File: src/hdl/aes_pkg.sv
// Package: AES types, S-box tables, GF helpers and shared codes.
package aes_pkg;

  localparam int unsigned CFG_IDX_W = 3;
  localparam int unsigned CFG_DATA_W = 64;

  localparam logic [CFG_IDX_W-1:0] REG_KEY_SIZE = 3'd0;
  localparam logic [CFG_IDX_W-1:0] REG_KEY_W0 = 3'd1;
  localparam logic [CFG_IDX_W-1:0] REG_KEY_W1 = 3'd2;
  localparam logic [CFG_IDX_W-1:0] REG_KEY_W2 = 3'd3;
  localparam logic [CFG_IDX_W-1:0] REG_KEY_W3 = 3'd4;

  localparam logic [1:0] KEY_128 = 2'd0;
  localparam logic [1:0] KEY_192 = 2'd1;
  localparam logic [1:0] KEY_256 = 2'd2;
  localparam logic [1:0] KEY_RSVD = 2'd3;  // unused code, handled as a 256-bit key

  localparam logic [7:0] RCON_FIRST = 8'h01;

  // Controller to datapath commands
  typedef struct packed {
    logic ks_start;   // reset word counter and round constant
    logic ks_step;    // compute and store one schedule word
    logic blk_load;   // capture input block
    logic rk_fetch;   // issue round key read
    logic rnd_first;  // apply initial key add
    logic rnd_step;   // apply one full round
    logic rnd_last;   // apply final round
    logic out_load;   // move state into output register
  } aes_cmd_t;

  // Datapath to controller status
  typedef struct packed {
    logic ks_done;     // last schedule word being written
    logic [3:0] nr;    // number of rounds for current key size
  } aes_sts_t;

  function automatic logic [7:0] xt(input logic [7:0] a);
    xt = {a[6:0], 1'b0} ^ (a[7] ? 8'h1b : 8'h00);
  endfunction

  function automatic logic [7:0] gmul(input logic [7:0] a, input logic [3:0] b);
    logic [7:0] p;
    logic [7:0] x;
    p = 8'h00;
    x = a;
    for (int i = 0; i < 4; i++) begin
      if (b[i]) p = p ^ x;
      x = xt(x);
    end
    gmul = p;
  endfunction

  localparam logic [7:0] SBOX [256] = '{
    8'h63,8'h7c,8'h77,8'h7b,8'hf2,8'h6b,8'h6f,8'hc5,8'h30,8'h01,8'h67,8'h2b,8'hfe,8'hd7,8'hab,8'h76,
    8'hca,8'h82,8'hc9,8'h7d,8'hfa,8'h59,8'h47,8'hf0,8'had,8'hd4,8'ha2,8'haf,8'h9c,8'ha4,8'h72,8'hc0,
    8'hb7,8'hfd,8'h93,8'h26,8'h36,8'h3f,8'hf7,8'hcc,8'h34,8'ha5,8'he5,8'hf1,8'h71,8'hd8,8'h31,8'h15,
    8'h04,8'hc7,8'h23,8'hc3,8'h18,8'h96,8'h05,8'h9a,8'h07,8'h12,8'h80,8'he2,8'heb,8'h27,8'hb2,8'h75,
    8'h09,8'h83,8'h2c,8'h1a,8'h1b,8'h6e,8'h5a,8'ha0,8'h52,8'h3b,8'hd6,8'hb3,8'h29,8'he3,8'h2f,8'h84,
    8'h53,8'hd1,8'h00,8'hed,8'h20,8'hfc,8'hb1,8'h5b,8'h6a,8'hcb,8'hbe,8'h39,8'h4a,8'h4c,8'h58,8'hcf,
    8'hd0,8'hef,8'haa,8'hfb,8'h43,8'h4d,8'h33,8'h85,8'h45,8'hf9,8'h02,8'h7f,8'h50,8'h3c,8'h9f,8'ha8,
    8'h51,8'ha3,8'h40,8'h8f,8'h92,8'h9d,8'h38,8'hf5,8'hbc,8'hb6,8'hda,8'h21,8'h10,8'hff,8'hf3,8'hd2,
    8'hcd,8'h0c,8'h13,8'hec,8'h5f,8'h97,8'h44,8'h17,8'hc4,8'ha7,8'h7e,8'h3d,8'h64,8'h5d,8'h19,8'h73,
    8'h60,8'h81,8'h4f,8'hdc,8'h22,8'h2a,8'h90,8'h88,8'h46,8'hee,8'hb8,8'h14,8'hde,8'h5e,8'h0b,8'hdb,
    8'he0,8'h32,8'h3a,8'h0a,8'h49,8'h06,8'h24,8'h5c,8'hc2,8'hd3,8'hac,8'h62,8'h91,8'h95,8'he4,8'h79,
    8'he7,8'hc8,8'h37,8'h6d,8'h8d,8'hd5,8'h4e,8'ha9,8'h6c,8'h56,8'hf4,8'hea,8'h65,8'h7a,8'hae,8'h08,
    8'hba,8'h78,8'h25,8'h2e,8'h1c,8'ha6,8'hb4,8'hc6,8'he8,8'hdd,8'h74,8'h1f,8'h4b,8'hbd,8'h8b,8'h8a,
    8'h70,8'h3e,8'hb5,8'h66,8'h48,8'h03,8'hf6,8'h0e,8'h61,8'h35,8'h57,8'hb9,8'h86,8'hc1,8'h1d,8'h9e,
    8'he1,8'hf8,8'h98,8'h11,8'h69,8'hd9,8'h8e,8'h94,8'h9b,8'h1e,8'h87,8'he9,8'hce,8'h55,8'h28,8'hdf,
    8'h8c,8'ha1,8'h89,8'h0d,8'hbf,8'he6,8'h42,8'h68,8'h41,8'h99,8'h2d,8'h0f,8'hb0,8'h54,8'hbb,8'h16
  };

  localparam logic [7:0] ISBOX [256] = '{
    8'h52,8'h09,8'h6a,8'hd5,8'h30,8'h36,8'ha5,8'h38,8'hbf,8'h40,8'ha3,8'h9e,8'h81,8'hf3,8'hd7,8'hfb,
    8'h7c,8'he3,8'h39,8'h82,8'h9b,8'h2f,8'hff,8'h87,8'h34,8'h8e,8'h43,8'h44,8'hc4,8'hde,8'he9,8'hcb,
    8'h54,8'h7b,8'h94,8'h32,8'ha6,8'hc2,8'h23,8'h3d,8'hee,8'h4c,8'h95,8'h0b,8'h42,8'hfa,8'hc3,8'h4e,
    8'h08,8'h2e,8'ha1,8'h66,8'h28,8'hd9,8'h24,8'hb2,8'h76,8'h5b,8'ha2,8'h49,8'h6d,8'h8b,8'hd1,8'h25,
    8'h72,8'hf8,8'hf6,8'h64,8'h86,8'h68,8'h98,8'h16,8'hd4,8'ha4,8'h5c,8'hcc,8'h5d,8'h65,8'hb6,8'h92,
    8'h6c,8'h70,8'h48,8'h50,8'hfd,8'hed,8'hb9,8'hda,8'h5e,8'h15,8'h46,8'h57,8'ha7,8'h8d,8'h9d,8'h84,
    8'h90,8'hd8,8'hab,8'h00,8'h8c,8'hbc,8'hd3,8'h0a,8'hf7,8'he4,8'h58,8'h05,8'hb8,8'hb3,8'h45,8'h06,
    8'hd0,8'h2c,8'h1e,8'h8f,8'hca,8'h3f,8'h0f,8'h02,8'hc1,8'haf,8'hbd,8'h03,8'h01,8'h13,8'h8a,8'h6b,
    8'h3a,8'h91,8'h11,8'h41,8'h4f,8'h67,8'hdc,8'hea,8'h97,8'hf2,8'hcf,8'hce,8'hf0,8'hb4,8'he6,8'h73,
    8'h96,8'hac,8'h74,8'h22,8'he7,8'had,8'h35,8'h85,8'he2,8'hf9,8'h37,8'he8,8'h1c,8'h75,8'hdf,8'h6e,
    8'h47,8'hf1,8'h1a,8'h71,8'h1d,8'h29,8'hc5,8'h89,8'h6f,8'hb7,8'h62,8'h0e,8'haa,8'h18,8'hbe,8'h1b,
    8'hfc,8'h56,8'h3e,8'h4b,8'hc6,8'hd2,8'h79,8'h20,8'h9a,8'hdb,8'hc0,8'hfe,8'h78,8'hcd,8'h5a,8'hf4,
    8'h1f,8'hdd,8'ha8,8'h33,8'h88,8'h07,8'hc7,8'h31,8'hb1,8'h12,8'h10,8'h59,8'h27,8'h80,8'hec,8'h5f,
    8'h60,8'h51,8'h7f,8'ha9,8'h19,8'hb5,8'h4a,8'h0d,8'h2d,8'he5,8'h7a,8'h9f,8'h93,8'hc9,8'h9c,8'hef,
    8'ha0,8'he0,8'h3b,8'h4d,8'hae,8'h2a,8'hf5,8'hb0,8'hc8,8'heb,8'hbb,8'h3c,8'h83,8'h53,8'h99,8'h61,
    8'h17,8'h2b,8'h04,8'h7e,8'hba,8'h77,8'hd6,8'h26,8'he1,8'h69,8'h14,8'h63,8'h55,8'h21,8'h0c,8'h7d
  };

endpackage

File: src/hdl/aes_ctrl.sv
// Controller: sequences key expansion, the rounds of one block and the output hand-off.
module aes_ctrl
  import aes_pkg::*;
(
  input  logic       clk,
  input  logic       rst,
  input  logic       cfg_write,
  input  logic       in_valid,
  output logic       in_ready,
  input  logic       out_busy,
  input  aes_sts_t   sts,
  output aes_cmd_t   cmd
);

  typedef enum logic [5:0] {
    S_IDLE  = 6'b000001,
    S_KEY   = 6'b000010,
    S_FETCH = 6'b000100,
    S_FIRST = 6'b001000,
    S_ROUND = 6'b010000,
    S_DONE  = 6'b100000
  } state_t;

  state_t     state, state_next;
  logic       sched_ok;
  logic [3:0] rnd, rnd_next;

  // Accept a block only when idle with a valid schedule and no key register write
  assign in_ready = (state == S_IDLE) && sched_ok && !cfg_write;

  always_comb begin
    state_next = state;
    rnd_next = rnd;
    cmd = '0;
    case (state)
      S_IDLE: begin
        if (!sched_ok && !cfg_write) begin
          cmd.ks_start = 1'b1;
          state_next = S_KEY;
        end else if (in_valid && in_ready) begin
          cmd.blk_load = 1'b1;
          state_next = S_FETCH;
        end
      end
      S_KEY: begin
        cmd.ks_step = 1'b1;
        if (sts.ks_done) state_next = S_IDLE;
      end
      // First round key read, once the direction is known
      S_FETCH: begin
        cmd.rk_fetch = 1'b1;
        state_next = S_FIRST;
      end
      S_FIRST: begin
        cmd.rnd_first = 1'b1;
        cmd.rk_fetch = 1'b1;
        rnd_next = 4'd1;
        state_next = S_ROUND;
      end
      S_ROUND: begin
        if (rnd == sts.nr) begin
          cmd.rnd_last = 1'b1;
          state_next = S_DONE;
        end else begin
          cmd.rnd_step = 1'b1;
          cmd.rk_fetch = 1'b1;
          rnd_next = rnd + 4'd1;
        end
      end
      S_DONE: begin
        if (!out_busy) begin
          cmd.out_load = 1'b1;
          state_next = S_IDLE;
        end
      end
      default: state_next = S_IDLE;
    endcase
  end

  always_ff @(posedge clk) begin
    if (rst) begin
      state <= S_IDLE;
      sched_ok <= 1'b0;
      rnd <= '0;
    end else begin
      state <= state_next;
      rnd <= rnd_next;
      if (cfg_write) sched_ok <= 1'b0;
      else if (state == S_KEY && sts.ks_done) sched_ok <= 1'b1;
    end
  end

  // Blocks are taken only after expansion has finished
  assert property (@(posedge clk) disable iff (rst) cmd.blk_load |-> sched_ok)
    else $error("block accepted with stale schedule");
  assert property (@(posedge clk) disable iff (rst)
    (state == S_KEY) |-> !in_ready)
    else $error("ready during key expansion");
  assert property (@(posedge clk) disable iff (rst)
    cmd.rnd_last |-> (rnd == sts.nr))
    else $error("final round at wrong count");

endmodule

File: config.mk
export PLATFORM = sky130hd
export DESIGN_NAME = aes_ctrl
export DESIGN_NICKNAME = d
export VERILOG_FILES = /design/src/hdl/aes_pkg.sv /design/src/hdl/aes_ctrl.sv
export SDC_FILE = /design/constraint.sdc
export NUM_CORES = 1
export LEC_CHECK = 0
export BUFFER_PORTS_ARGS = -buffer_cell sky130_fd_sc_hd__buf_2
export CAP_MARGIN = 10
export CELL_PAD_IN_SITES_DETAIL_PLACEMENT = 1
export CELL_PAD_IN_SITES_GLOBAL_PLACEMENT = 2
export CORE_ASPECT_RATIO = 0.7
export CORE_MARGIN = 1.5
export CORE_UTILIZATION = 29
export CTS_CLUSTER_SIZE = 10
export DETAILED_ROUTE_END_ITERATION = 8
export HOLD_SLACK_MARGIN = 0.06
export PLACE_DENSITY_LB_ADDON = 0.1
export SYNTH_ARGS = -nofsm -noshare
export SYNTH_HDL_FRONTEND = slang
export SYNTH_SLANG_ARGS = --single-unit
export TNS_END_PERCENT = 100
File: constraint.sdc
create_clock -name clk -period 2.4 [get_ports clk]
set_clock_uncertainty 0.05 [all_clocks]
set_input_delay 0.48 -clock clk [delete_from_list [all_inputs] [get_ports clk]]
set_output_delay 0.48 -clock clk [all_outputs]
set_load 0.005 [all_outputs]
==> results of run 1 <==
==> state kept, by name, indices dropped and copies added (netlist names) <==
register	flops
rnd	4
sched_ok	1
state	6
==> Yosys cell counts (2+ instances only) <==
| cell | instances |
|---|---|
| dfxtp_1 | 11 |
| nand2b_1 | 4 |
| nand3_1 | 4 |
| nor2_1 | 4 |
| nor3_1 | 4 |
| xnor2_1 | 4 |
| inv_1 | 3 |
| nor2b_1 | 3 |
| nor4_1 | 3 |
| a21o_1 | 2 |
| a21oi_1 | 2 |
| and2_1 | 2 |
| buf_4 | 2 |
| o21a_1 | 2 |
| o21bai_1 | 2 |
==> final timing paths <==
path | end | depth (start not counted)
hold / removal | sched_ok | 2
hold reg to reg | rnd[2] | 2
setup / recovery | cmd[4] | 5
setup reg to reg | state[5] | 5
==> through the flow <==
stage          instances  hold slack, ns  worst slack (ns)
2_1_floorplan         76           0.446             0.512
3_3_place_gp         126           0.472             0.432
3_5_place_dp         126           0.485             0.392
4_1_cts              130           0.369            0.0535
5_1_grt              130           0.389           0.00898
6_report             130           0.385             0.142
==> layer usage <==
metal	track usage [%]	up-vias	part of all wire [%]
li1	-	333	-
met1	24.4	302	57
met4	3.83	0	0.72
met5	0	-	0
met2	20.8	16	37
met3	6.14	2	5.3
==> what timing repair did <==
item	4_1_cts	5_1_grt
hold buffers	0	0
setup endpoints to repair	0	2
resized for setup	0	2
==> power by group <==
group / switching [µW] / total (µW) / internal (µW)
Clock: 74.2 / 136 / 61.9
Sequential: 14.4 / 204 / 190
Combinational: 44.1 / 85.8 / 41.6
==> worst register-to-register path: stages (launching register included) <==
cell and delay (ns):
dfxtp_1 0.46, xnor2_1 0.17, nand4_2 0.12, buf_4 0.19, a22o_2 0.30, o311a_1 0.33
==> kinds of logic after synthesis <==
family / synth area share, %
simple gates: 36.4
buf+inv: 3.76
flops: 31.5
fa+ha+maj: 1.79
xor+xnor: 5.02
compound gates: 21.5
==> area by class of cell <==
type / instances / area (µm²)
Clock buffer: 3 / 22.5
Tap cell: 32 / 40.0
Fill cell: 280 / 1350
Inverter: 3 / 11.3
Sequential cell: 11 / 220
Multi-Input combinational cell: 60 / 458
Timing Repair Buffer: 20 / 105
Clock inverter: 1 / 5.00
==> run_results.csv, run 1 <==
group,metric,value,unit
place,globalplace.congestion,0.779,
worst_setup_path,start_kind,"register",
clock_network,htreeDepth,1,
floorplan,core_area,0.00221,mm²
timing,fmax,0.443,GHz
timing,slew_headroom,81.6,%
outcome,outcome,"complete, no violations",
global_routing,grt_max_degree,9,
clock_network,clk_pin_slew_worst_paths,0.08,ns
place,place_hpwl,1.45,mm
detailed_routing,drt_iter0_drc,12,
timing,final-hold-violation-count,0,
global_routing,antenna_found_initial,0,
worst_setup_path,arrival,1.73,ns
worst_setup_path,worstSetupPathType,"register to output pin",
detailed_routing,route.detailed.drc,0,
worst_setup_path,path_max_fanout,6,
power,p_per_area,494,mW/mm²
timing,tns,0,ns
clock_network,root_buffer,"clkbuf_4",
place,placed_area,828,µm²
layout,n_antenna_cell,0,
worst_setup_path,regToRegStartpoint,"rnd[0]",
floorplan,initial_core_util,31.6,%
global_routing,grt_pass1_vias,637,
detailed_routing,wl_per_cell,14.0,µm
layout,drive_above_1_share,34.7,%
worst_setup_path,crit_family,"simple AND/OR/NAND/NOR gates",
timing,rsz0062_at_grt,"no",
detailed_routing,firstDrtPassIters,4,
clock_network,cts.path.max_buffers,2,
floorplan,die_w,61.6,µm
clock_network,cts_sinks,11,
timing,final_max_slew_viol_count,0,
layout,post-route-util,39.1,%
timing,setup_viol,0,
global_routing,grt_pass1_wl,3.08,mm
worst_hold_path,hold_start,"cfg_write",
power,ir_drop,0.186,mV
yosys,synth_edf_count,0,
clock_network,numCtsBuffers,3,
worst_setup_path,cp_slowest_stage_delay,0.37,ns
power,p_leak,0.000350,µW
layout,fin_nets,110,
layout,fin_area,862,µm²
worst_hold_path,hp-class,"primary input to register",
timing,min_period_over_period,94.1,%
yosys,synth.cell_area,698,µm²
timing,worst_pin_slew,0.274,ns
layout,syn_to_final_growth,23.5,%
detailed_routing,ant_nets,0,
yosys,synthArstFlopShare,0,%
layout,layout.cells.most_common,"buf_2",
power,p_total,426,µW
worst_setup_path,crit_buf_inv,1,
clock_network,clk_latency,0.28,ns
yosys,yosys_warnings,0,
yosys,syn_inst,76,
clock_network,post_cts_buffers,0,
worst_setup_path,crit_start,"state[3]",
worst_setup_path,reg2reg_slack,0.68,ns
clock_network,cts_tree,"yes",
yosys,synth_ff_type,"dfxtp_1",
worst_setup_path,cp_slowest_cell,"dfxtp_1",
place,io_buffer_count,18,
run,max-cap-violations,0,
yosys,synth-seq-cells,11,
floorplan,die-area,0.00272,mm²
floorplan,rows,14,
yosys,synthDominantCellAreaShare,31.5,%
yosys,yosys.area.top_type,"dfxtp_1",
detailed_routing,viasPerCell,5.02,
worst_setup_path,endpoint_kind,"output pin",
detailed_routing,route.vias.total,653,
yosys,yosys-top-cells-area,"dfxtp_1, xnor2_1, nand2b_1",
global_routing,grt_overflow,0,
floorplan,chipHeight,44.1,µm
yosys,syn_nets,87,
detailed_routing,wl,1.81,mm
global_routing,grt.total_usage,16.0,%
yosys,yosysSeqAreaShare,31.5,%
yosys,synthDistinctLibCells,39,
timing,min_period,2.26,ns
worst_setup_path,crit_required,1.87,ns
worst_setup_path,worstPathCellList,"nor4_4, nor3b_4, and2_2, nand2b_1, buf_2",
floorplan,io-pin-count,19,
layout,layout_common_cells,"buf_2, dfxtp_1",
yosys,synth.avg_cell_area,9.19,µm²
Note: power is estimated with default switching activity, not from simulation.
==> inputs of run 2 (changes only) <==
CORE_MARGIN = 2   (was 1.5)
CORE_UTILIZATION = 31   (was 29)
TNS_END_PERCENT = not set   (was 100)
clock period = 2.64 ns   (was 2.4 ns; I/O delays follow)
==> run 2 against run 1 <==
Against the previous run: register-to-register slack better by 0.28 ns; combinational power is 6.9% lower; cell area is 0.73% lower; hold slack better by 0.043 ns; via count is 2.5% higher; count of clock-buffer cells in the layout stayed put; power is 8.7% lower; sequential power is 9% lower; critical endpoint unchanged; largest cell class unchanged; largest power group unchanged.
==> run_results.csv, run 2 (synthesized netlist as in run 1, its figures left out) <==
group,metric,value,unit
outcome,outcome,"complete, no violations",
worst_setup_path,cp_slowest_cell,"dfxtp_1",
layout,reg_top3,"state x6, rnd x4, sched_ok x1",
global_routing,met3_usage,6.27,%
timing,min_period_over_period,90.0,%
place,place_hpwl,1.48,mm
clock_network,htreeDepth,1,
global_routing,gr-usage-met2,23.0,%
worst_hold_path,holdPathEnd,"sched_ok",
global_routing,met1_usage,23.7,%
global_routing,grt_pass1_vias,629,
worst_setup_path,cp_slowest_stage_delay,0.37,ns
clock_network,clk_pin_slew_worst_paths,0.08,ns
detailed_routing,viasPerCell,5.15,
detailed_routing,drt_iter0_drc,12,
worst_setup_path,crit_family,"simple AND/OR/NAND/NOR gates",
place,io_buffer_count,18,
power,p_per_area,455,mW/mm²
timing,whs,0.429,ns
layout,layout.cells.most_common,"buf_2",
worst_setup_path,reg2reg_slack,0.96,ns
layout,largest_reg_flops,6,
floorplan,io-pin-count,19,
power,ir_drop,0.203,mV
detailed_routing,firstDrtPassIters,4,
floorplan,die-area,0.00265,mm²
worst_setup_path,reg2regPathDepth,5,
clock_network,cts_tree,"yes",
timing,final-hold-violation-count,0,
timing,rsz0062_at_grt,"no",
clock_network,holdBufCountCts,0,
timing,slew_headroom,76.9,%
place,globalplace.congestion,0.759,
global_routing,grt_max_degree,9,
worst_setup_path,crit_required,2.06,ns
worst_setup_path,worstPathCellList,"nor4_4, nor3b_4, and2_1, nand2b_1, buf_2",
clock_network,clk_latency,0.28,ns
clock_network,cts_sinks,11,
worst_setup_path,arrival,1.80,ns
power,p_total,389,µW
global_routing,antenna_found_initial,0,
worst_setup_path,endpoint_kind,"output pin",
layout,n_antenna_cell,0,
clock_network,cts_resized,0,
detailed_routing,ant_nets,0,
worst_setup_path,r2r-end,"state[5]",
timing,final_max_slew_viol_count,0,
floorplan,initial_core_util,32.7,%
clock_network,root_buffer,"clkbuf_4",
global_routing,grt.total_usage,16.2,%
layout,post-route-util,40.0,%
floorplan,chipHeight,43.7,µm
global_routing,grt_pass1_wl,3.10,mm
layout,regMostFlops,"state",
detailed_routing,wl_per_cell,14.6,µm
timing,fmax,0.421,GHz
worst_setup_path,start_kind,"register",
layout,syn_to_final_growth,22.6,%
timing,min_period,2.38,ns
detailed_routing,route.detailed.drc,0,
worst_setup_path,path_max_fanout,6,
worst_setup_path,worstSetupPathType,"register to output pin",
clock_network,numCtsBuffers,3,
global_routing,grt_overflow,0,
layout,layout_common_cells,"buf_2, dfxtp_1",
worst_hold_path,hold_start,"cfg_write",
timing,setup_viol,0,
worst_hold_path,whs_path_depth,2,
clock_network,cts.path.max_buffers,2,
timing,worst_pin_slew,0.344,ns
layout,fin_nets,110,
power,p_leak,0.000348,µW
worst_setup_path,crit_buf_inv,1,
floorplan,die_w,60.7,µm
floorplan,rows,14,
worst_hold_path,hp-class,"primary input to register",
worst_setup_path,regToRegStartpoint,"rnd[0]",
timing,tns,0,ns
floorplan,core_area,0.00214,mm²
run,max-cap-violations,0,
detailed_routing,route.vias.total,669,
layout,drive_above_1_share,32.7,%
global_routing,busiest_layer,"met1",
detailed_routing,wl,1.89,mm
[run 2: cell counts in the layout (fill, tap and decap cells not counted)]
No cell type changed its count.
[run 2: metal layers]
metal	share of wire (%)	routed length (µm)
met2	41	768
met3	2.6	49
met5	0	0
met1	57	1080
met4	0	0
[run 2: what timing repair did]
action / CTS / global route
hold endpoints to repair: 0 / 0
buffers inserted: 0 / 1
setup endpoints to repair: 0 / 1
[run 2: per-stage QoR]
stage               worst slack [ns]  cells  instance area [µm²]
detailed placement             0.402    125                  821
CTS                           0.0857    129                  848
floorplan                      0.692     76                  698
finish                         0.263    130                  856
global placement               0.439    125                  821
global route                   0.158    130                  856
[run 2: where the power goes]
group / internal [µW] / total, µW / leakage, µW / switching (µW)
Clock: 56.2 / 123 / 0.0000177 / 66.7
Combinational: 37.8 / 79.9 / 0.000241 / 42.0
Sequential: 173 / 186 / 0.0000892 / 13.8
[run 2: worst max path at each step]
stage	to	cells after the start	from
finish	cmd[4]	5	state[3]
global route	cmd[4]	5	state[3]
CTS	cmd[4]	5	state[3]
detailed placement	cmd[4]	5	state[3]
global placement	cmd[4]	5	state[1]
floorplan	cmd[4]	5	sts[2]
[run 2: cell type report]
cell class | count | area [µm²]
Clock buffer | 3 | 22.5
Clock inverter | 1 | 5.00
Fill cell | 270 | 1280
Inverter | 3 | 11.3
Multi-Input combinational cell | 60 | 452
Sequential cell | 11 | 220
Tap cell | 32 | 40.0
Timing Repair Buffer | 20 | 105
